`src/hw/rtl/fps_ram.sv`:
```
`default_nettype none
module fps_ram #(
	parameter int WIDTH = 8,
	parameter int DEPTH = 16
) (
	input  logic                     clk,
	input  logic                     wr_en,
	input  logic [$clog2(DEPTH)-1:0] wr_addr,
	input  logic [WIDTH-1:0]         wr_data,
	input  logic                     rd_en,
	input  logic [$clog2(DEPTH)-1:0] rd_addr,
	output logic [WIDTH-1:0]         rd_data
);
	logic [WIDTH-1:0] mem [DEPTH];

	always_ff @(posedge clk) begin
		if (wr_en) begin
			mem[wr_addr] <= wr_data;
		end
		if (rd_en) begin
			rd_data <= mem[rd_addr];
		end
	end
endmodule
`default_nettype wire

```
`config.mk`:
```
export PLATFORM = sky130hd
export DESIGN_NAME = fps_ram
export DESIGN_NICKNAME = d
export VERILOG_FILES = /design/src/hw/rtl/fps_ram.sv
export SDC_FILE = /design/constraint.sdc
export NUM_CORES = 1
export LEC_CHECK = 0
export BUFFER_PORTS_ARGS = -buffer_cell sky130_fd_sc_hd__buf_2
export CAP_MARGIN = 20
export CORE_UTILIZATION = 45
export CTS_CLUSTER_SIZE = 20
export DETAILED_ROUTE_END_ITERATION = 8
export HOLD_SLACK_MARGIN = 0.1
export PLACE_DENSITY_LB_ADDON = 0.1
export SLEW_MARGIN = 20
export SYNTH_ARGS = -nofsm -noshare
export SYNTH_HDL_FRONTEND = slang
export SYNTH_SLANG_ARGS = --single-unit
```
`constraint.sdc`:
```
create_clock -name clk -period 2.1 [get_ports clk]
set_input_delay 0.105 -clock clk [delete_from_list [all_inputs] [get_ports clk]]
set_output_delay 0.105 -clock clk [all_outputs]
set_load 0.05 [all_outputs]
```
==> flow_summary.json <==
{
  "outcome": "complete, no violations",
  "r2r_cells": 3,
  "holdBufCountCts": 4,
  "fillers": 828,
  "cp-start-kind": "flop",
  "drtAntennaViolNets": 0,
  "seqPwrFrac_pct": 46.8,
  "cts_setup_buffers": 0,
  "drive_gt1_share_pct": 30.9,
  "multi_input_area_mm2": 0.00106,
  "dr.first_iter.drc_count": 184,
  "die_area_mm2": 0.0121,
  "mostFrequentLayoutCell": "edfxtp_1",
  "clockBufferDepth": 2,
  "max_freq_ghz": 0.631,
  "synthFlopType": "edfxtp_1",
  "drc": 0,
  "final_cell_area_mm2": 0.00630,
  "rsz0062_at_grt": "false",
  "drtPass1Iterations": 4,
  "ys.warnings.count": 0,
  "core-area_mm2": 0.0111,
  "syn_inst": 229,
  "hold_depth": 1,
  "antenna_cells": 0,
  "syn_to_final_growth_pct": 20.4,
  "post-route-period-util_pct": 75.4,
  "ir_worst_vdd_mv": 0.561,
  "die_h_um": 110,
  "p_clk_share_pct": 48.0,
  "period_needed_ns": 1.58,
  "mostFrequentLayoutCells": "136 x edfxtp_1, 26 x buf_2, 18 x mux4_2, 18 x buf_4, 17 x clkbuf_16",
  "rows": 38,
  "ys_types": 18,
  "ys_async_sr_fraction_pct": 0,
  "dr_total_vias": 2500,
  "combPwrFrac_pct": 5.2,
  "post_drt_wl_per_cell_um": 23.6,
  "dp_hpwl_um": 6610,
  "maxCapViolCount": 0,
  "internal_power_uw": 5280,
  "ys_seq_area_share_pct": 78.1,
  "max-slew-margin-rel_pct": 54.9,
  "gp_congestion": 0.729,
  "htree_levels": 4,
  "start_util_pct": 47.2,
  "finalSetupTns_ns": 0,
  "grt_util_all_layers_pct": 19.3,
  "critical_path_class": "flop to flop",
  "clk_pin_slew_ns": 0.06,
  "cts_resized": 0,
  "swShare_pct": 19.6,
  "crit_fanout": 1,
  "hp-class": "input port to flop",
  "io_pins": 27,
  "p_leak_uw": 0.00214,
  "worstSkewPairLatency_ns": 0.41,
  "setup_viol": 0,
  "avgSynthCellArea_um2": 22.8,
  "antenna_found_initial": 0,
  "clock_sinks": 136,
  "switching_power_uw": 1290,
  "io_buffers": 26,
  "ys_ff_latch": 136,
  "tightest_slew_ns": 0.675,
  "overflow": 0,
  "skew_ns": 0.00667,
  "die_w_um": 110,
  "crit_path_end_kind": "flop",
  "seqCellArea_mm2": 0.00408,
  "cts_tree": "yes",
  "slew_violations": 0,
  "grt_pass1_vias": 2543,
  "clock-root-buffer": "clkbuf_16",
  "syn-cell-area_mm2": 0.00523,
  "wl_um": 10400,
  "finalHoldViolations": 0,
  "grt_pass1_wl_um": 15600,
  "numCtsBuffers": 17,
  "placed_area_mm2": 0.00562,
  "viasPerCell": 5.67,
  "synth_edf_count": 136,
  "fin_nets": 307,
  "cp.arrival_ns": 1.73,
  "worstPathRequired_ns": 2.25,
  "grt_max_degree": 22,
  "power.density_mw_per_mm2": 1040,
  "synth_nets": 248
}
==> logic make-up (layout without fill, tap and decap cells) <==
family / Yosys count / after routing / share of synthesized area [%]
flops: 136 / 136 / 78.1
simple gates: 35 / 35 / 3.14
mux: 32 / 32 / 14.8
compound gates: 16 / 16 / 2.30
buf+inv: 10 / 82 / 1.65
==> synthesized netlist by cell type (2+ instances only) <==
library cell	count	share of area, %
buf_6	3	0.65
a22oi_1	16	2.3
mux4_2	18	7.8
buf_2	3	0.29
nor3_1	4	0.38
nand3b_1	2	0.29
nand2b_1	2	0.24
nor2_1	13	0.93
nand2_1	9	0.65
clkdlybuf4s25_2	3	0.57
edfxtp_1	136	78
mux4_1	14	7.0
==> area by class of cell <==
| cell class | count | area share (%) |
|---|---|---|
| flip-flops and latches | 136 | 64.9 |
| multi-input cells | 83 | 16.8 |
| clock buffers | 18 | 6.82 |
| repair buffers | 50 | 5.48 |
| clock inverters | 14 | 3.26 |
| well taps | 140 | 2.78 |
==> critical path, cell delays in order, from the launching register on <==
cell,delay [ns]
edfxtp_1,0.38
mux4_1,0.57
a22oi_1,0.29
nand2_1,0.09
==> sequential cells by signal, indices dropped and copies added, names as in the netlist <==
name	count
mem	128
rd_data	8
==> worst paths after layout <==
kind	from	end	slack (ns)
max	mem[5][0]$_DFFE_PP_	rd_data[0]$_DFFE_PP_	0.52
min	wr_data[2]	mem[13][2]$_DFFE_PP_	0.12
max reg2reg	mem[5][0]$_DFFE_PP_	rd_data[0]$_DFFE_PP_	0.52
min reg2reg	mem[11][4]$_DFFE_PP_	rd_data[4]$_DFFE_PP_	0.75
==> through the flow <==
step	utilization (%)	hold WS (ns)	cells	setup slack, ns	power [uW]
after CTS	56.8	0.111	441	0.482	6610
after detailed placement	50.7	0.484	405	0.244	3470
after floorplan	-	0.204	229	0.502	3330
after global routing	56.8	0.115	441	0.511	6760
after global placement	50.7	0.490	405	0.282	3470
final	56.8	0.119	441	0.516	6560
==> metal layers <==
metal,up-vias,part of all wire [%],GRT usage (%)
met5,-,0,0
met4,0,0.67,6.57
met3,8,3.9,4.86
li1,1104,-,-
met1,1325,47,27.7
met2,63,48,29.0
==> power groups by stage <==
stage                     combinational (uW)  clock [uW]  sequential (uW)
after detailed placement                 339           0             3130
after floorplan                          154           0             3170
after CTS                                346        3190             3070
final                                    341        3150             3070
after global placement                   337           0             3130
after global routing                     367        3310             3080
No activity file was read; power rests on OpenSTA's default activity.
