--- config.mk ---
export PLATFORM = sky130hd
export DESIGN_NAME = fps_sqrt
export DESIGN_NICKNAME = d
export VERILOG_FILES = /design/src/hw/rtl/fps_pkg.sv /design/src/hw/rtl/fps_sqrt.sv
export SDC_FILE = /design/constraint.sdc
export NUM_CORES = 1
export LEC_CHECK = 0
export ABC_AREA = 1
export BUFFER_PORTS_ARGS = -buffer_cell sky130_fd_sc_hd__clkbuf_2
export CAP_MARGIN = 10
export CORE_UTILIZATION = 30
export DETAILED_ROUTE_END_ITERATION = 16
export PLACE_DENSITY_LB_ADDON = 0.05
export SYNTH_ARGS = -nofsm -noshare
export SYNTH_HDL_FRONTEND = slang
export SYNTH_SLANG_ARGS = --single-unit
--- constraint.sdc ---
create_clock -name clk -period 4.7 [get_ports clk]
set_clock_uncertainty 0.05 [all_clocks]
set_input_delay 0.235 -clock clk [delete_from_list [all_inputs] [get_ports clk]]
set_output_delay 0.235 -clock clk [all_outputs]
set_load 0.03 [all_outputs]
--- src/hw/rtl/fps_pkg.sv ---
`default_nettype none
package fps_pkg;

	localparam int PIX_W      = 8;
	localparam int SCORE_W    = 17;
	localparam int FW_W       = 9;
	localparam int FH_W       = 8;
	localparam int THR_W      = 8;
	localparam int CFG_IDX_W  = 2;
	localparam int CFG_DATA_W = 9;
	localparam int MAG_W      = 32;
	localparam int SQ_W       = 21;
	localparam int ROOT_W     = 16;
	localparam int DIV_DW     = 49;
	localparam int ONE_Q16    = 65536;

	localparam logic [FW_W-1:0]  FW_RST  = 9'd320;
	localparam logic [FH_W-1:0]  FH_RST  = 8'd240;
	localparam logic [THR_W-1:0] THR_RST = 8'd30;

	localparam logic [3:0] TAP_CNT = 4'd9;

	typedef enum logic [CFG_IDX_W-1:0] {
		CFG_FRAME_WIDTH      = 2'd0,
		CFG_FRAME_HEIGHT     = 2'd1,
		CFG_MOTION_THRESHOLD = 2'd2
	} cfg_reg_t;

	typedef enum logic [3:0] {
		ST_CLEAR,
		ST_IDLE,
		ST_PIX,
		ST_SOB_RD,
		ST_SOB_SQ,
		ST_SOB_ST,
		ST_SOB_RT,
		ST_DIV_N,
		ST_DIV_K,
		ST_DIV_GO,
		ST_DIV_RUN,
		ST_SUM,
		ST_SCALE,
		ST_DONE
	} fps_state_t;

	function automatic logic [1:0] mod3_inc(input logic [1:0] v);
		logic [1:0] r;
		case (v)
			2'd0: r = 2'd1;
			2'd1: r = 2'd2;
			default: r = 2'd0;
		endcase
		return r;
	endfunction

	function automatic logic [1:0] mod3_dec(input logic [1:0] v);
		logic [1:0] r;
		case (v)
			2'd1: r = 2'd0;
			2'd2: r = 2'd1;
			default: r = 2'd2;
		endcase
		return r;
	endfunction

	// tap k of the 3x3 window: row k/3, column k%3
	function automatic logic [1:0] tap_row(input logic [3:0] k);
		logic [1:0] r;
		case (k)
			4'd0, 4'd1, 4'd2: r = 2'd0;
			4'd3, 4'd4, 4'd5: r = 2'd1;
			default: r = 2'd2;
		endcase
		return r;
	endfunction

	function automatic logic [1:0] tap_col(input logic [3:0] k);
		logic [1:0] r;
		case (k)
			4'd0, 4'd3, 4'd6: r = 2'd0;
			4'd1, 4'd4, 4'd7: r = 2'd1;
			default: r = 2'd2;
		endcase
		return r;
	endfunction

	function automatic logic signed [2:0] tap_wx(input logic [3:0] k);
		logic signed [2:0] r;
		case (k)
			4'd0, 4'd6: r = -3'sd1;
			4'd2, 4'd8: r = 3'sd1;
			4'd3:       r = -3'sd2;
			4'd5:       r = 3'sd2;
			default:    r = 3'sd0;
		endcase
		return r;
	endfunction

	function automatic logic signed [2:0] tap_wy(input logic [3:0] k);
		logic signed [2:0] r;
		case (k)
			4'd0, 4'd2: r = -3'sd1;
			4'd6, 4'd8: r = 3'sd1;
			4'd1:       r = -3'sd2;
			4'd7:       r = 3'sd2;
			default:    r = 3'sd0;
		endcase
		return r;
	endfunction

endpackage
`default_nettype wire

--- src/hw/rtl/fps_sqrt.sv ---
`default_nettype none
module fps_sqrt (
	input  logic                      clk,
	input  logic                      arst_n,
	input  logic                      start,
	input  logic [31:0]               radicand,
	output logic                      done,
	output logic [fps_pkg::ROOT_W-1:0] root
);
	import fps_pkg::*;

	logic        act_q;
	logic        done_q;
	logic [31:0] v_q;
	logic [31:0] r_q;
	logic [31:0] b_q;
	logic [31:0] t;

	assign t = r_q + b_q;

	always_ff @(posedge clk or negedge arst_n) begin
		if (!arst_n) begin
			act_q  <= 1'b0;
			done_q <= 1'b0;
		end else begin
			done_q <= 1'b0;
			if (start) begin
				act_q <= 1'b1;
			end else if (act_q && b_q == 32'd1) begin
				act_q  <= 1'b0;
				done_q <= 1'b1;
			end
		end
	end

	// one result bit per cycle
	always_ff @(posedge clk) begin
		if (start) begin
			v_q <= radicand;
			r_q <= '0;
			b_q <= 32'h4000_0000;
		end else if (act_q) begin
			if (v_q >= t) begin
				v_q <= v_q - t;
				r_q <= (r_q >> 1) + b_q;
			end else begin
				r_q <= r_q >> 1;
			end
			b_q <= b_q >> 2;
		end
	end

	// round half up: remainder above the root means the next integer
	assign done = done_q;
	assign root = ROOT_W'(r_q) + ROOT_W'(v_q > r_q);
endmodule
`default_nettype wire

==> flow_summary.yaml <==
synthesis:
  synth_cell_types: 52
  synth-async-reset-ratio: 0.02439
  ys.flop_type: "dfxtp_1"
  ys_ff_latch: 82
  postSynthCellCount: 1605
  ys_seq_area_frac: 0.2025
  yosys_warnings: 0
  syn-cell-area_um2: 9738
  synth_edf_count: 32
  synth_top_cell_area_share: 0.1950
  synthTopCellsByArea: "nand2_1 (20%), ha_1 (13%), dfxtp_1 (9.9%), edfxtp_1 (9.9%), nand3_1 (8.3%)"
  syn_nets: 1741
  yosysTopAreaCell: "nand2_1"
  avgSynthCellArea_um2: 6.067
setup_path:
  path_cells: "inv_1 -> ha_1 -> nand2_1 -> nor4_1 -> nand2_1 -> o211ai_1 -> nand2_1 -> a21oi_1 -> ha_1 -> nand3_1 -> nor2_1 -> nand3_1 -> nor3_2 -> nand3_1 -> nor2_1 -> xor2_1 -> clkbuf_2"
  max_stage_delay_ns: 0.58
  crit_slowest_cell: "dfxtp_1"
  reg2reg_depth: 17
  crit_required_ns: 4.41
  cp.arrival_ns: 4.12
  critPathLaunchType: "flip-flop"
  r2r_slack_ns: 0.54
  path_max_fanout: 8
  worstSetupEndpointType: "primary output"
  critPathKind: "flip-flop to primary output"
grt:
  grt_pass1_vias: 10110
  grt_usage: 0.2270
  antenna_found_initial: 0
  grt_max_degree: 70
  grt-ovfl-total: 0
  grt_pass1_wl_um: 57190
detailed_routing:
  vias: 10350
  drtAntennaViolNets: 0
  dr.pass1.iters: 6
  drcViolationCount: 0
  vias_per_cell: 5.030
  dr.first_iter.drc_count: 670
  drt_wl_total_um: 37200
  routedWlPerCell_um: 18.08
timing:
  period_minus_slack_ns: 4.401
  finalSetupTns_ns: 0
  hold_slack_ns: 0.08679
  fmax_ghz: 0.2272
  tightestPinTransition_ns: 0.8537
  drv_slew: 0
  setup_viol: 0
  hold_violations: 0
  rsz0062_at_grt: "no"
  min_period_over_period: 0.9363
  relSlewSlack: 0.4308
clock_network:
  clock_sinks: 82
  clock-root-buffer: "clkbuf_16"
  cts.clk_slew.worst_paths_ns: 0.07
  postCtsSetupBuffers: 0
  cts_inserted_buffers: 9
  cts_tree: "built"
  htreeDepth: 3
  ctsLongestPathBuffers: 2
  insertion_delay_ns: 0.36
die:
  core_area_um2: 31720
  initial_utilization: 0.3070
  pin_count: 52
  die_area_um2: 33180
  die_h_um: 182.2
  die_x_um: 182.2
  rows: 65
min_path:
  hold_path.class: "input pin to flip-flop"
  whs_path_depth: 3
power_and_ir_drop:
  leakagePower_nw: 5.087
  vdd_ir_drop_max_uv: 258.2
  power_density_nw_per_um2: 642.2
place:
  gp_congestion: 0.8992
  portBuffers: 51
  dp_hpwl_um: 30260
  dp.cells: 2040
cells_and_area:
  nets: 1786
  antennaDiodeCount: 0
  area_growth_pct: 11.05
  drive_gt1_frac: 0.07251
  stdcell_count: 2057
run_status:
  status: "finished clean"
flow_run:
  cap_violations: 0
[metrics by stage]
step	cell area [µm²]	utilization	worst slack, ns	power [W]
finish	10810	0.3409	0.2994	0.006945
global placement	10510	0.3314	0.4332	0.006233
detailed placement	10510	0.3314	0.4778	0.006203
floorplan	9738	-	0.7636	0.004764
CTS	10810	0.3408	0.1863	0.006967
global route	10810	0.3409	0.02048	0.007650
[power breakdown]
part           total [W]  leakage, nW  switching, W  internal (W)
logic            0.00483         4.19       0.00315       0.00169
clock network   0.000722        0.145      0.000342      0.000380
registers        0.00139        0.748      0.000315       0.00107
[timing repair]
item / in CTS / in global routing
hold buffers: 1 / 0
endpoints found under the hold margin: 2 / 0
setup endpoints to repair: 0 / 6
resized for setup: 0 / 2
[layer usage]
layer,wire length (µm),track usage,share of wire
met2,17150,0.3782,0.46
met3,1020,0.01397,0.027
met1,18300,0.3140,0.49
met4,731,0.06655,0.020
met5,0,0,0
[flip-flops by register name (all words and copies together), names as in the netlist]
signal	cells
r_q	32
b_q	16
act_q	1
done	1
v_q	32
[cell usage in the layout (no fill, tap or decap), types with 7 or more instances in the layout]
cell type and n:
nand3b_1 8, o21ai_0 72, clkbuf_16 9, nand3_1 161, nor2_1 152, clkbuf_2 51
nand4_1 22, o21bai_1 7, ha_1 100, nand2_1 506, nor3_1 25, buf_4 23
a21oi_1 101, xor2_1 42, inv_1 194, edfxtp_1 32, dfxtp_1 48, xnor2_1 17
[worst paths after layout]
path,start,to
worst max-delay path,r_q[13],root[15]
worst min-delay path,radicand[11],v_q[11]
worst max register to register,r_q[24],r_q[4]
worst min register to register,r_q[0],r_q[0]
max in group asynchronous,arst_n,act_q
min in group asynchronous,arst_n,done
[cell usage after synthesis (2+ instances only)]
cell type  count
nand2_1      506
inv_1        194
nand3_1      161
nor2_1       152
a21oi_1      101
ha_1         100
o21ai_0       73
dfxtp_1       48
xor2_1        42
edfxtp_1      32
nor3_1        25
nand4_1       22
clkbuf_1      21
xnor2_1       17
buf_2         15
nand3b_1       8
o21bai_1       7
a21oi_2        6
nor4_1         6
or2_2          6
a21o_1         4
a31oi_1        4
o21a_1         4
o22ai_1        4
a21boi_0       3
buf_1          3
buf_4          3
clkinv_1       3
nand2_2        3
o211ai_1       3
o31ai_1        3
dfrtp_1        2
inv_2          2
nand2_4        2
o21ai_1        2
or2_0          2
[final cells by class]
class	instances	area, µm²
fillers	3606	20900
multi-input cells	1281	6827
well taps	402	503.0
inverters	199	747.0
clock inverters	6	48.80
repair buffers	77	478.0
clock buffers	10	239.0
flip-flops and latches	82	1972
[cells by family (layout without fill, tap and decap cells)]
kind of cell	count (synthesis)	count (layout)	share of synthesized area
buf+inv	242	292	0.09714
compound gates	219	219	0.1253
flops	82	82	0.2025
simple gates	902	902	0.3915
xor+xnor	59	59	0.05306
fa+ha+maj	101	101	0.1305
[critical path: cells and delay by family, from the launching register on]
| kind | cells | cell delay (ns) |
|---|---|---|
| simple gates | 10 | 1.62 |
| flops | 1 | 0.58 |
| fa+ha+maj | 2 | 0.56 |
| buf+inv | 2 | 0.49 |
| compound gates | 2 | 0.27 |
| xor+xnor | 1 | 0.24 |
(Power assumes the default switching activity.)
