**src/hw/rtl/fps_div.sv**
```systemverilog
`default_nettype none
module fps_div #(
	parameter int DW = 49,
	parameter int VW = 32
) (
	input  logic          clk,
	input  logic          arst_n,
	input  logic          start,
	input  logic [DW-1:0] dividend,
	input  logic [VW-1:0] divisor,
	output logic          done,
	output logic [DW-1:0] quotient
);
	localparam int CNW = $clog2(DW + 1);

	logic           act_q;
	logic           done_q;
	logic [CNW-1:0] cnt_q;
	logic [DW-1:0]  num_q;
	logic [VW-1:0]  rem_q;
	logic [VW-1:0]  den_q;
	logic [VW:0]    rsh;
	logic           take;

	assign rsh  = {rem_q, num_q[DW-1]};
	assign take = rsh >= {1'b0, den_q};

	always_ff @(posedge clk or negedge arst_n) begin
		if (!arst_n) begin
			act_q  <= 1'b0;
			done_q <= 1'b0;
			cnt_q  <= '0;
		end else begin
			done_q <= 1'b0;
			if (start) begin
				act_q <= 1'b1;
				cnt_q <= '0;
			end else if (act_q) begin
				cnt_q <= cnt_q + 1'b1;
				if (cnt_q == CNW'(DW - 1)) begin
					act_q  <= 1'b0;
					done_q <= 1'b1;
				end
			end
		end
	end

	// restoring division, one quotient bit per cycle
	always_ff @(posedge clk) begin
		if (start) begin
			num_q <= dividend;
			den_q <= divisor;
			rem_q <= '0;
		end else if (act_q) begin
			rem_q <= take ? VW'(rsh - {1'b0, den_q}) : VW'(rsh);
			num_q <= {num_q[DW-2:0], take};
		end
	end

	assign done     = done_q;
	assign quotient = num_q;
endmodule
`default_nettype wire

```
**config.mk**
```make
export PLATFORM = sky130hd
export DESIGN_NAME = fps_div
export DESIGN_NICKNAME = d
export VERILOG_FILES = /design/src/hw/rtl/fps_div.sv
export SDC_FILE = /design/constraint.sdc
export NUM_CORES = 1
export LEC_CHECK = 0
export BUFFER_PORTS_ARGS = -buffer_cell sky130_fd_sc_hd__buf_4
export CORE_ASPECT_RATIO = 1.2
export CORE_MARGIN = 2
export CORE_UTILIZATION = 50
export DETAILED_ROUTE_END_ITERATION = 6
export PLACE_DENSITY_LB_ADDON = 0.08
export RECOVER_POWER = 50
export SKIP_LAST_GASP = 1
export SLEW_MARGIN = 0
export SYNTH_ARGS = -nofsm -noshare
export SYNTH_HDL_FRONTEND = slang
export SYNTH_SLANG_ARGS = --single-unit
```
**constraint.sdc**
```tcl
create_clock -name clk -period 2.9 [get_ports clk]
set_input_delay 0.435 -clock clk [delete_from_list [all_inputs] [get_ports clk]]
set_output_delay 0.435 -clock clk [all_outputs]
set_load 0.01 [all_outputs]
```
==> results_tabular.tex, run 1 <==
\begin{tabular}{lr}
\hline
Metric & Value \\
\hline
\multicolumn{2}{l}{\textbf{Run status}} \\
Outcome & complete, no violations \\
\multicolumn{2}{l}{\textbf{STA}} \\
Final Max Tran Viols & 0 \\
Least setup slack across all paths after layout & 0.06180 ns \\
Clk\_skew & $\sim$0.0056 ns \\
Min Tclk post-route & approximately 2.8 ns \\
Total Negative Setup Slacks & 0 ns \\
Tightest slew margin relative to the limit & 48.99\% \\
Max Clock Freq & 352.3 MHz \\
RSZ-0062 raised after global routing & true \\
Measured slew at the worst slew-check pin & $\sim$0.77 ns \\
Hold Slack & approximately 0.21 ns \\
Setup violators final & 0 \\
Share of the cycle needed by the critical path after routing & a little over nine tenths \\
Final hold viol count & 0 \\
\multicolumn{2}{l}{\textbf{Layout}} \\
Area overhead of the layout relative to synthesis & 33.33\% \\
Non-Filler Cell Area, Final & just over 9000 sq um \\
Most frequent cells in the layout & 125 x sky130\_fd\_sc\_hd\_\_buf\_4, 81 x sky130\_fd\_sc\_hd\_\_edfxtp\_1, 64 x sky130\_fd\_sc\_hd\_\_nand2\_1 \\
Number of standard cells in the layout, taps in and fillers out & about 990 \\
Most common cell after layout, fill and taps aside & sky130\_fd\_sc\_hd\_\_buf\_4 \\
Number of antenna cells inserted & 0 \\
Sequential Area & approximately 3300 sq um \\
Area of the multi-input gates & approximately 3500 sq um \\
Number of fillers in the final layout & 1008 \\
Layout cells sized above 1 & between 30\% and 40\% \\
Final cell utilization of the core & roughly 70\% \\
Number of nets at the end of the flow & $\sim$930 \\
\multicolumn{2}{l}{\textbf{CTS}} \\
Total clock buffers created by CTS & 17 \\
Clk sink count & about 120 \\
Skew-Pair Late Insertion Delay & approximately 0.42 ns \\
Number of H-tree levels & 4 \\
Cell at the root of the clock tree & sky130\_fd\_sc\_hd\_\_clkbuf\_16 \\
Clk pin slew, worst setup/hold paths & around 0.060 ns \\
Clock Path Buffers & 2 \\
TritonCTS clock tree & built \\
\multicolumn{2}{l}{\textbf{Pwr}} \\
Power consumption & between 7 and 8 mW \\
Peak supply drop & roughly 0.43 mV \\
Static Leak & between 3 and 4 nW \\
Power per Cell Area & between 800 and 900 nW/um\^{}2 \\
\multicolumn{2}{l}{\textbf{Floorplan}} \\
Area enclosed by the die boundary & about 15000 sq um \\
Die Width & 110.9 um \\
Boundary Pins & about 130 \\
Die extent in y & about 130 um \\
Floorplan core area & 13300 sq um \\
Number of rows in the core area & 46 \\
Initial Utilization & between 50\% and 60\% \\
\multicolumn{2}{l}{\textbf{GRT}} \\
Vias in the first global route & 5732 \\
Overall fraction of global-route tracks in use & a little under a quarter \\
Maximum number of pins on one net before global-route repair & 50 \\
Number of antenna violations at the first check in global routing & 0 \\
First-pass GRT wire length & $\sim$27000 um \\
Total congestion overflow after global routing & 0 \\
\multicolumn{2}{l}{\textbf{Synthesis}} \\
Async set-reset flop share out of synthesis & about 6.6\% \\
Mean Syn Cell Area & 10.69 sq um \\
Post-synthesis sequential area ratio & between 40 and 50\% \\
Post-Synthesis Cells & 641 \\
Synthesized area & just under 7000 sq um \\
Number of synthesized flops with an enable pin & 81 \\
Leading register cell type out of synthesis & sky130\_fd\_sc\_hd\_\_edfxtp\_1 \\
Seq cells post-synth & about 120 \\
Total number of yosys warnings & 0 \\
Net count after synthesis & 760 \\
Number of library cell types mapped by synthesis & between 60 and 70 \\
\multicolumn{2}{l}{\textbf{Routing}} \\
Iteration-0 DRC count of the detailed router & approximately 370 \\
First drt pass iteration count & 5 \\
Total DRC errors in the routed layout & 0 \\
DR vias/cell & between 5 and 6 \\
Count of nets left with antenna violations after detail routing & 0 \\
DR WL/cell & 17.33 um \\
Vias & 5589 \\
Final Routed Wirelength & 17120 um \\
\multicolumn{2}{l}{\textbf{Setup path}} \\
Largest fanout of any net on the critical path & 8 \\
Critical path arrival & about 3.2 ns \\
Kind of start point of the critical path & flop \\
Crit path kind & reg2reg \\
Capturing element type of the critical path & flop \\
Req. time, crit path & 3.23 ns \\
\multicolumn{2}{l}{\textbf{Placement}} \\
Post-Place Worst Slack & roughly 0.038 ns \\
Dpl hpwl & approximately 12000 um \\
Total instance count after detailed placement & 947 \\
Port Buf Inserts & about 130 \\
Post-placement cell area & 8235 sq um \\
Routability Congestion & 0.9291 \\
\multicolumn{2}{l}{\textbf{Run}} \\
Max-cap violation count & 0 \\
\multicolumn{2}{l}{\textbf{Min path}} \\
Path category of the worst min-delay check & in2reg \\
\hline
\end{tabular}
layout make-up:
cell class	instances	area share, %
multi-input combinational	438	38.07
tap	168	2.301
timing repair buffer	184	15.55
sequential	121	35.84
inverter	45	1.849
clock buffer	18	4.699
clock inverter	14	1.699
cells by family after synthesis:
logic type,synth area share [%]
adders and majority gates,6.502
muxes,8.548
buffers and inverters,5.242
xor gates and xnor gates,3.324
and+or+nand+nor,12.29
AOI/OAI and AO/OA,16.31
DFF,47.78
state kept, by name, indices dropped and copies added (netlist names):
register,cells
act_q,1
cnt_q,6
den_q,32
quotient,49
done,1
rem_q,32
what timing repair did:
action,in CTS,in global routing
setup endpoints to repair,0,33
resized for setup,0,50
buffers inserted,0,5
hold endpoints to repair,8,0
hold buffers,1,0
worst max-delay path, cell delays in order, from the launching register on:
cell                        delay (ns)
sky130_fd_sc_hd__edfxtp_1         0.36
sky130_fd_sc_hd__inv_1            0.10
sky130_fd_sc_hd__ha_4             0.21
sky130_fd_sc_hd__and3_4           0.17
sky130_fd_sc_hd__nor3b_1          0.13
sky130_fd_sc_hd__and4b_1          0.18
sky130_fd_sc_hd__o311a_1          0.35
sky130_fd_sc_hd__a2111o_1         0.36
sky130_fd_sc_hd__nor2_4           0.32
sky130_fd_sc_hd__clkbuf_16        0.24
sky130_fd_sc_hd__nand2_2          0.06
sky130_fd_sc_hd__a311oi_2         0.25
path summary, 6_finish.rpt:
kind | startpoint | endpoint | slack [ns] | cells past startpoint
min in group asynchronous | arst_n | cnt_q[2]$_DFFE_PN0P_ | 0.46 | 2
max in group asynchronous | arst_n | done$_DFF_PN0_ | 2.15 | 2
setup / recovery | den_q[5]$_DFFE_PP_ | rem_q[11]$_SDFFE_PP0P_ | 0.06 | 11
setup reg to reg | den_q[5]$_DFFE_PP_ | rem_q[11]$_SDFFE_PP0P_ | 0.06 | 11
hold / removal | divisor[17] | den_q[17]$_DFFE_PP_ | 0.21 | 1
hold reg to reg | rem_q[11]$_SDFFE_PP0P_ | rem_q[12]$_SDFFE_PP0P_ | 0.50 | 2
cells in the mapped netlist (all sizes together), types with 5 or more instances:
cell type | instances | area (sq um)
a21o | 15 | 112.6
a21oi | 37 | 185.2
a311oi | 26 | 321.6
a31o | 5 | 43.79
a31oi | 8 | 50.05
and3 | 5 | 36.28
buf | 15 | 105.1
clkbuf | 22 | 85.08
dfrtp | 8 | 200.2
dfxtp | 32 | 640.6
edfxtp | 81 | 2432
ha | 34 | 425.4
inv | 45 | 168.9
mux2 | 49 | 555.5
nand2 | 69 | 266.5
nand2b | 7 | 43.79
nand3 | 12 | 60.06
nand4 | 8 | 50.05
nor2 | 49 | 191.4
nor2b | 7 | 43.79
o21ai | 20 | 100.1
xnor2 | 12 | 105.1
xor2 | 14 | 122.6
power by group:
| group | total (mW) | switching (mW) | internal [mW] |
|---|---|---|---|
| registers | 2.38 | 0.228 | 2.15 |
| clock network | 2.12 | 0.785 | 1.34 |
| logic | 3.20 | 1.64 | 1.56 |
| total | 7.70 | 2.65 | 5.04 |
metal layers:
layer / up-vias / part of all wire (%) / GRT usage [%]
met1: 2673 / 40 / 26.40
met5: - / 0 / 0
met3: 36 / 6.6 / 7.172
met2: 199 / 50 / 39.33
li1: 2681 / - / -
met4: 0 / 3.0 / 10.83
No activity file was read; power rests on OpenSTA's default activity.
==> run 2: changes to the inputs <==
--- a/config.mk
+++ b/config.mk
@@ -12,6 +12,7 @@
 export DETAILED_ROUTE_END_ITERATION = 6
 export PLACE_DENSITY_LB_ADDON = 0.08
 export RECOVER_POWER = 50
+export REMOVE_ABC_BUFFERS = 1
 export SKIP_LAST_GASP = 1
 export SLEW_MARGIN = 0
 export SYNTH_ARGS = -nofsm -noshare
==> run 2 against run 1 <==
  * Non-clock buffer count down 15
  * Clock power about the same
  * Power shrank 5.2%
==> results_tabular.tex, run 2 (same netlist as run 1, synthesis figures left out) <==
\begin{tabular}{lr}
\hline
Metric & Value \\
\hline
\multicolumn{2}{l}{\textbf{Run status}} \\
Outcome & complete, no violations (unchanged) \\
\multicolumn{2}{l}{\textbf{Setup path}} \\
Cell depth of the worst flop-to-flop path & 11 (unchanged) \\
Crit path kind & reg2reg (unchanged) \\
Worst r2r dst & rem\_q[31]\$\_SDFFE\_PP0P\_ (was rem\_q[11]\$\_SDFFE\_PP0P\_) \\
Setup slack of the worst register-to-register path & 0.07 ns (was 0.06 ns) \\
Largest fanout of any net on the critical path & 15 (was 8) \\
Capturing element type of the critical path & flop (unchanged) \\
Req. time, crit path & 3.21 ns (was 3.23 ns) \\
Crit Reg-Reg Startpoint & den\_q[21]\$\_DFFE\_PP\_ (was den\_q[5]\$\_DFFE\_PP\_) \\
Kind of start point of the critical path & flop (unchanged) \\
Critical path arrival & 3.14 ns (was 3.17 ns) \\
\multicolumn{2}{l}{\textbf{Layout}} \\
Layout cells sized above 1 & 36.15\% (was 37.32\%) \\
Most common cell after layout, fill and taps aside & sky130\_fd\_sc\_hd\_\_buf\_4 (unchanged) \\
Final cell utilization of the core & 66.61\% (was 68.70\%) \\
Number of antenna cells inserted & 0 (unchanged) \\
Most frequent cells in the layout & 130 x sky130\_fd\_sc\_hd\_\_buf\_4, 81 x sky130\_fd\_sc\_hd\_\_edfxtp\_1, 65 x sky130\_fd\_sc\_hd\_\_nand2\_1 (was 125 x sky130\_fd\_sc\_hd\_\_buf\_4, 81 x sky130\_fd\_sc\_hd\_\_edfxtp\_1, 64 x sky130\_fd\_sc\_hd\_\_nand2\_1) \\
Number of nets at the end of the flow & 911 (was 926) \\
Non-Filler Cell Area, Final & 8856 sq um (was 9134 sq um) \\
Number of standard cells in the layout, taps in and fillers out & 973 (was 988) \\
Area overhead of the layout relative to synthesis & 29.28\% (was 33.33\%) \\
Number of flip-flops under the largest register name & 49 (unchanged) \\
\multicolumn{2}{l}{\textbf{STA}} \\
Share of the cycle needed by the critical path after routing & 97.53\% (was 97.87\%) \\
Setup violators final & 0 (unchanged) \\
Max Clock Freq & 353.6 MHz (was 352.3 MHz) \\
Final Max Tran Viols & 0 (unchanged) \\
Total Negative Setup Slacks & 0 ns (unchanged) \\
Clk\_skew & 0.009789 ns (was 0.005632 ns) \\
Final hold viol count & 0 (unchanged) \\
RSZ-0062 raised after global routing & true (unchanged) \\
Measured slew at the worst slew-check pin & 0.5160 ns (was 0.7651 ns) \\
Min Tclk post-route & 2.828 ns (was 2.838 ns) \\
Tightest slew margin relative to the limit & 65.60\% (was 48.99\%) \\
\multicolumn{2}{l}{\textbf{Min path}} \\
Path category of the worst min-delay check & in2reg (unchanged) \\
Worst hold start & divisor[22] (was divisor[17]) \\
Worst hold endpoint & den\_q[22]\$\_DFFE\_PP\_ (was den\_q[17]\$\_DFFE\_PP\_) \\
Worst hold path depth & 1 (unchanged) \\
\multicolumn{2}{l}{\textbf{Routing}} \\
Count of nets left with antenna violations after detail routing & 0 (unchanged) \\
Iteration-0 DRC count of the detailed router & 298 (was 371) \\
Final Routed Wirelength & 15930 um (was 17120 um) \\
DR WL/cell & 16.37 um (was 17.33 um) \\
Total DRC errors in the routed layout & 0 (unchanged) \\
DR vias/cell & 5.508 (was 5.657) \\
Vias & 5359 (was 5589) \\
First drt pass iteration count & 4 (was 5) \\
\multicolumn{2}{l}{\textbf{CTS}} \\
Cell at the root of the clock tree & sky130\_fd\_sc\_hd\_\_clkbuf\_16 (unchanged) \\
TritonCTS clock tree & built (unchanged) \\
Clock Path Buffers & 2 (unchanged) \\
Clk sink count & 121 (unchanged) \\
Total clock buffers created by CTS & 17 (unchanged) \\
Skew-Pair Late Insertion Delay & 0.42 ns (about the same) \\
Clk pin slew, worst setup/hold paths & 0.06 ns (about the same) \\
Number of H-tree levels & 4 (unchanged) \\
\multicolumn{2}{l}{\textbf{Pwr}} \\
Switching power & 2.446 mW (was 2.653 mW) \\
Portion of total power attributed to sequential cells & 32.3\% (was 30.9\%) \\
Switching share of total power & 33.53\% (was 34.47\%) \\
Peak supply drop & 0.4032 mV (was 0.4255 mV) \\
Logic gate share of total power & 38.9\% (was 41.5\%) \\
Clock network power share & 28.8\% (was 27.6\%) \\
Power per Cell Area & 823.6 nW/um\^{}2 (was 842.6 nW/um\^{}2) \\
Int Pwr & 4.848 mW (was 5.043 mW) \\
Power consumption & 7.294 mW (was 7.696 mW) \\
Static Leak & 3.843 nW (was 3.878 nW) \\
\multicolumn{2}{l}{\textbf{Placement}} \\
Dpl hpwl & 11520 um (was 11840 um) \\
Port Buf Inserts & 133 (unchanged) \\
Post-placement cell area & 8160 sq um (was 8235 sq um) \\
Routability Congestion & 0.8941 (was 0.9291) \\
Total instance count after detailed placement & 937 (was 947) \\
\multicolumn{2}{l}{\textbf{Floorplan}} \\
Die extent in y & 132.2 um (unchanged) \\
Floorplan core area & 13300 sq um (unchanged) \\
Boundary Pins & 134 (unchanged) \\
Number of rows in the core area & 46 (unchanged) \\
Die Width & 110.9 um (unchanged) \\
Area enclosed by the die boundary & 14660 sq um (unchanged) \\
Initial Utilization & 51.52\% (unchanged) \\
\multicolumn{2}{l}{\textbf{GRT}} \\
Overall fraction of global-route tracks in use & 22.27\% (was 23.05\%) \\
Maximum number of pins on one net before global-route repair & 48 (was 50) \\
Number of antenna violations at the first check in global routing & 0 (unchanged) \\
Vias in the first global route & 5720 (was 5732) \\
First-pass GRT wire length & 26830 um (was 27360 um) \\
Total congestion overflow after global routing & 0 (unchanged) \\
\multicolumn{2}{l}{\textbf{Run}} \\
Max-cap violation count & 0 (unchanged) \\
\hline
\end{tabular}
-- run 2: cell count changes in the layout (fill, tap and decap cells not counted), sizes merged --
cell    delta
clkinv     +1
clkbuf    -17
buf        +2
inv        -1
-- run 2: how the worst max path moves through the flow --
stage	startpoint	endpoint	slack (ns)	depth (start not counted)
after floorplan	act_q$_DFF_PN0_	quotient[0]$_DFFE_PP_	-0.27	2
final	den_q[21]$_DFFE_PP_	rem_q[31]$_SDFFE_PP0P_	0.07	11
after global routing	den_q[18]$_DFFE_PP_	rem_q[31]$_SDFFE_PP0P_	-0.02	12
after global placement	den_q[4]$_DFFE_PP_	rem_q[30]$_SDFFE_PP0P_	0.07	12
after CTS	den_q[18]$_DFFE_PP_	rem_q[30]$_SDFFE_PP0P_	-0.004	12
after detailed placement	den_q[4]$_DFFE_PP_	rem_q[18]$_SDFFE_PP0P_	0.004	12
-- run 2: repair_timing --
action | in CTS | in global routing
endpoints found under the hold margin | 8 | 0
buffers inserted | 0 | 3
pin swaps | 0 | 7
gates resized for setup | 2 | 15
setup endpoints to repair | 7 | 33
hold buffers | 1 | 0
-- run 2: cell type report --
class	count	area (sq um)
Inverter	45	168.9
Multi-Input combinational cell	438	3296
Fill cell	1058	4439
Clock buffer	18	429.2
Timing Repair Buffer	169	1321
Sequential cell	121	3274
Tap cell	168	210.2
Clock inverter	14	156.4
-- run 2: power by group through the flow --
stage,Clock [mW],Sequential [mW],Combinational [mW]
2_1_floorplan,0,2.37,1.74
3_3_place_gp,0,2.37,2.69
3_5_place_dp,0,2.38,2.73
4_1_cts,2.14,2.35,2.76
5_1_grt,2.20,2.39,3.14
6_report,2.10,2.36,2.84
-- run 2: layer usage --
metal	up-vias	share of wire [%]	global-route usage, %
met2	159	50	37.93
met3	24	7.1	7.034
li1	2647	-	-
met5	-	0	0
met1	2529	41	26.41
met4	0	2.1	8.333
-- run 2: critical path, cell delays in order (launching register included) --
cell,delay [ns]
sky130_fd_sc_hd__edfxtp_1,0.32
sky130_fd_sc_hd__inv_1,0.07
sky130_fd_sc_hd__ha_1,0.41
sky130_fd_sc_hd__and3_1,0.23
sky130_fd_sc_hd__and3_1,0.20
sky130_fd_sc_hd__o2111ai_1,0.12
sky130_fd_sc_hd__o21bai_4,0.21
sky130_fd_sc_hd__a211o_1,0.36
sky130_fd_sc_hd__nand2_2,0.19
sky130_fd_sc_hd__buf_12,0.17
sky130_fd_sc_hd__nand4_1,0.12
sky130_fd_sc_hd__a311oi_1,0.32
-- run 2: per-stage QoR --
step	hold WS [ns]	setup WS, ns
final	0.2123	0.07155
after detailed placement	0.2560	0.004162
after CTS	0.1720	-0.003707
after global placement	0.2587	0.06664
after global routing	0.1967	-0.02329
after floorplan	0.1394	-0.2720
==> run 3: changes to the inputs <==
==> constraint.sdc (replaced) <==
create_clock -name clk -period 2.9 [get_ports clk]
set_input_delay 0.29 -clock clk [delete_from_list [all_inputs] [get_ports clk]]
set_output_delay 0.29 -clock clk [all_outputs]
set_load 0.01 [all_outputs]
==> run 3 against run 2 <==
  * Power decreased by 2.5%
  * Clock skew decreased by 0.0040 ns
  * Largest power group unchanged
  * First-iteration DRC count up 10%
  * Hold slack got worse by 0.14 ns
  * Non-clock buffer count fell by 2
  * Count of clock-buffer cells in the layout rose by 1
  * Global-route usage down 0.27 points
  * Die area stayed put
  * Combinational power hardly changed
  * Clock power fell by 8%
  * Critical path type unchanged
  * Via count rose by 1.5%
==> results_tabular.tex, run 3 (same netlist as run 1, synthesis figures left out) <==
\begin{tabular}{lr}
\hline
Metric & Value \\
\hline
\multicolumn{2}{l}{\textbf{Setup path}} \\
Setup slack of the worst register-to-register path & 0.12 ns (was 0.07 ns) \\
Cell breakdown of the critical path & inv\_1 > ha\_1 > nand2\_1 > inv\_1 > nand4\_1 > and4b\_1 > o311a\_1 > a2111o\_1 > nor2\_4 > buf\_12 > nand2\_1 > a311oi\_2 (was inv\_1 > ha\_1 > and3\_1 > and3\_1 > o2111ai\_1 > o21bai\_4 > a211o\_1 > nand2\_2 > buf\_12 > nand4\_1 > a311oi\_1) \\
Crit path kind & reg2reg (unchanged) \\
Critical path arrival & 3.10 ns (was 3.14 ns) \\
Combined buffer and inverter count along the critical path & 3 (was 2) \\
Cell type of the slowest stage on the worst timing path & sky130\_fd\_sc\_hd\_\_edfxtp\_1 (was sky130\_fd\_sc\_hd\_\_ha\_1) \\
Crit Reg-Reg Startpoint & den\_q[18]\$\_DFFE\_PP\_ (was den\_q[21]\$\_DFFE\_PP\_) \\
Category of cells accounting for the largest share of critical-path delay & compound AO/OA/AOI/OAI gates (unchanged) \\
Capturing element type of the critical path & flop (unchanged) \\
Req. time, crit path & 3.21 ns (about the same) \\
Worst r2r dst & rem\_q[20]\$\_SDFFE\_PP0P\_ (was rem\_q[31]\$\_SDFFE\_PP0P\_) \\
Highest cell delay on the worst timing path & 0.37 ns (was 0.41 ns) \\
Kind of start point of the critical path & flop (unchanged) \\
Cell depth of the worst flop-to-flop path & 12 (was 11) \\
Largest fanout of any net on the critical path & 19 (was 15) \\
\multicolumn{2}{l}{\textbf{Pwr}} \\
Power per Cell Area & 816.4 nW/um\^{}2 (was 823.6 nW/um\^{}2) \\
Peak supply drop & 0.4001 mV (was 0.4032 mV) \\
Static Leak & 3.733 nW (was 3.843 nW) \\
\multicolumn{2}{l}{\textbf{GRT}} \\
Overall fraction of global-route tracks in use & 22.00\% (was 22.27\%) \\
Maximum number of pins on one net before global-route repair & 74 (was 48) \\
Number of antenna violations at the first check in global routing & 0 (unchanged) \\
Total congestion overflow after global routing & 0 (unchanged) \\
First-pass GRT wire length & 26410 um (was 26830 um) \\
Vias in the first global route & 5632 (was 5720) \\
\multicolumn{2}{l}{\textbf{CTS}} \\
Clk pin slew, worst setup/hold paths & 0.06 ns (about the same) \\
Skew-Pair Late Insertion Delay & 0.41 ns (was 0.42 ns) \\
Cell at the root of the clock tree & sky130\_fd\_sc\_hd\_\_clkbuf\_16 (unchanged) \\
Total clock buffers created by CTS & 17 (unchanged) \\
Clk sink count & 121 (unchanged) \\
Clock Path Buffers & 2 (unchanged) \\
TritonCTS clock tree & built (unchanged) \\
Number of H-tree levels & 4 (unchanged) \\
\multicolumn{2}{l}{\textbf{STA}} \\
Max Clock Freq & 359.1 MHz (was 353.6 MHz) \\
Tightest slew margin relative to the limit & 47.07\% (was 65.60\%) \\
Clk\_skew & 0.005817 ns (was 0.009789 ns) \\
Share of the cycle needed by the critical path after routing & 96.02\% (was 97.53\%) \\
Hold Slack & 0.07040 ns (was 0.2123 ns) \\
Min Tclk post-route & 2.784 ns (was 2.828 ns) \\
Setup violators final & 0 (unchanged) \\
Final hold viol count & 0 (unchanged) \\
Measured slew at the worst slew-check pin & 0.7940 ns (was 0.5160 ns) \\
Final Max Tran Viols & 0 (unchanged) \\
\multicolumn{2}{l}{\textbf{Floorplan}} \\
Boundary Pins & 134 (unchanged) \\
Area enclosed by the die boundary & 14660 sq um (unchanged) \\
Initial Utilization & 51.52\% (unchanged) \\
Die Width & 110.9 um (unchanged) \\
Number of rows in the core area & 46 (unchanged) \\
Die extent in y & 132.2 um (unchanged) \\
Floorplan core area & 13300 sq um (unchanged) \\
\multicolumn{2}{l}{\textbf{Layout}} \\
Number of nets at the end of the flow & 909 (was 911) \\
Number of antenna cells inserted & 0 (unchanged) \\
Non-Filler Cell Area, Final & 8707 sq um (was 8856 sq um) \\
Layout cells sized above 1 & 32.79\% (was 36.15\%) \\
Number of fillers in the final layout & 1069 (was 1058) \\
Number of flip-flops under the largest register name & 49 (unchanged) \\
Area overhead of the layout relative to synthesis & 27.11\% (was 29.28\%) \\
Most common cell after layout, fill and taps aside & sky130\_fd\_sc\_hd\_\_buf\_4 (unchanged) \\
Final cell utilization of the core & 65.49\% (was 66.61\%) \\
Most frequent cells in the layout & 108 x sky130\_fd\_sc\_hd\_\_buf\_4, 81 x sky130\_fd\_sc\_hd\_\_edfxtp\_1, 66 x sky130\_fd\_sc\_hd\_\_nand2\_1 (was 130 x sky130\_fd\_sc\_hd\_\_buf\_4, 81 x sky130\_fd\_sc\_hd\_\_edfxtp\_1, 65 x sky130\_fd\_sc\_hd\_\_nand2\_1) \\
\multicolumn{2}{l}{\textbf{Routing}} \\
Final Routed Wirelength & 16040 um (was 15930 um) \\
DR vias/cell & 5.605 (was 5.508) \\
Iteration-0 DRC count of the detailed router & 329 (was 298) \\
DR WL/cell & 16.53 um (was 16.37 um) \\
First drt pass iteration count & 5 (was 4) \\
Total DRC errors in the routed layout & 0 (unchanged) \\
Count of nets left with antenna violations after detail routing & 0 (unchanged) \\
Vias & 5437 (was 5359) \\
\multicolumn{2}{l}{\textbf{Placement}} \\
Routability Congestion & 0.9226 (was 0.8941) \\
Port Buf Inserts & 133 (unchanged) \\
Post-placement cell area & 8145 sq um (was 8160 sq um) \\
Dpl hpwl & 11610 um (was 11520 um) \\
\multicolumn{2}{l}{\textbf{Min path}} \\
Worst hold endpoint & den\_q[22]\$\_DFFE\_PP\_ (unchanged) \\
Path category of the worst min-delay check & in2reg (unchanged) \\
Worst hold path depth & 1 (unchanged) \\
Worst hold start & divisor[22] (unchanged) \\
\multicolumn{2}{l}{\textbf{Run status}} \\
Outcome & complete, no violations (unchanged) \\
\multicolumn{2}{l}{\textbf{Run}} \\
Max-cap violation count & 0 (unchanged) \\
\hline
\end{tabular}
-- run 3: layout make-up --
cell class | instances | area, sq um | area share (%)
Clock buffer | 19 | 432.9 | 4.972
Clock inverter | 12 | 103.9 | 1.193
Inverter | 45 | 168.9 | 1.940
Multi-Input combinational cell | 438 | 3282 | 37.69
Sequential cell | 121 | 3274 | 37.61
Tap cell | 168 | 210.2 | 2.414
Timing Repair Buffer | 167 | 1235 | 14.18
-- run 3: worst max-delay path by stage --
stage | startpoint | endpoint | slack [ns] | depth (start not counted)
final | den_q[18]$_DFFE_PP_ | rem_q[20]$_SDFFE_PP0P_ | 0.12 | 12
after global routing | den_q[4]$_DFFE_PP_ | rem_q[29]$_SDFFE_PP0P_ | -0.008 | 11
after CTS | den_q[18]$_DFFE_PP_ | rem_q[1]$_SDFFE_PP0P_ | 0.02 | 12
after detailed placement | den_q[18]$_DFFE_PP_ | rem_q[30]$_SDFFE_PP0P_ | 0.04 | 12
after global placement | rem_q[4]$_SDFFE_PP0P_ | rem_q[21]$_SDFFE_PP0P_ | 0.09 | 10
after floorplan | act_q$_DFF_PN0_ | quotient[0]$_DFFE_PP_ | -0.27 | 2
-- run 3: layer usage --
layer	track usage (%)	vias to the layer above	routed length [um]
met4	7.292	0	304
li1	-	2637	-
met3	7.770	24	1155
met5	0	-	0
met1	26.37	2600	6692
met2	37.01	176	7884
-- run 3: repair_timing --
action                     in CTS  in global routing
setup endpoints to repair       0                 33
resized for setup               0                 16
hold buffers                    1                  0
buffers inserted                0                  3
hold endpoints to repair        8                  0
-- run 3: worst register-to-register path: stages, from the launching register on --
cell                       delay, ns
sky130_fd_sc_hd__edfxtp_1       0.37
sky130_fd_sc_hd__inv_1          0.07
sky130_fd_sc_hd__ha_1           0.27
sky130_fd_sc_hd__nand2_1        0.14
sky130_fd_sc_hd__inv_1          0.08
sky130_fd_sc_hd__nand4_1        0.12
sky130_fd_sc_hd__and4b_1        0.23
sky130_fd_sc_hd__o311a_1        0.35
sky130_fd_sc_hd__a2111o_1       0.36
sky130_fd_sc_hd__nor2_4         0.17
sky130_fd_sc_hd__buf_12         0.18
sky130_fd_sc_hd__nand2_1        0.08
sky130_fd_sc_hd__a311oi_2       0.29
-- run 3: report_power, final --
group | switching (mW) | internal [mW] | leakage (nW)
clock | 0.761 | 1.17 | 0.250
sequential | 0.203 | 2.15 | 1.20
combinational | 1.50 | 1.33 | 2.29
total | 2.46 | 4.65 | 3.73
-- run 3: per-stage QoR --
step / setup TNS (ns) / setup slack (ns) / instances / power [mW]
6_report: 0 / 0.1155 / 970 / 7.109
2_1_floorplan: -13.33 / -0.2720 / 604 / 4.115
4_1_cts: 0 / 0.01939 / 967 / 7.076
3_5_place_dp: 0 / 0.03870 / 935 / 5.115
3_3_place_gp: 0 / 0.09365 / 935 / 5.061
5_1_grt: -0.02266 / -0.008008 / 970 / 7.540
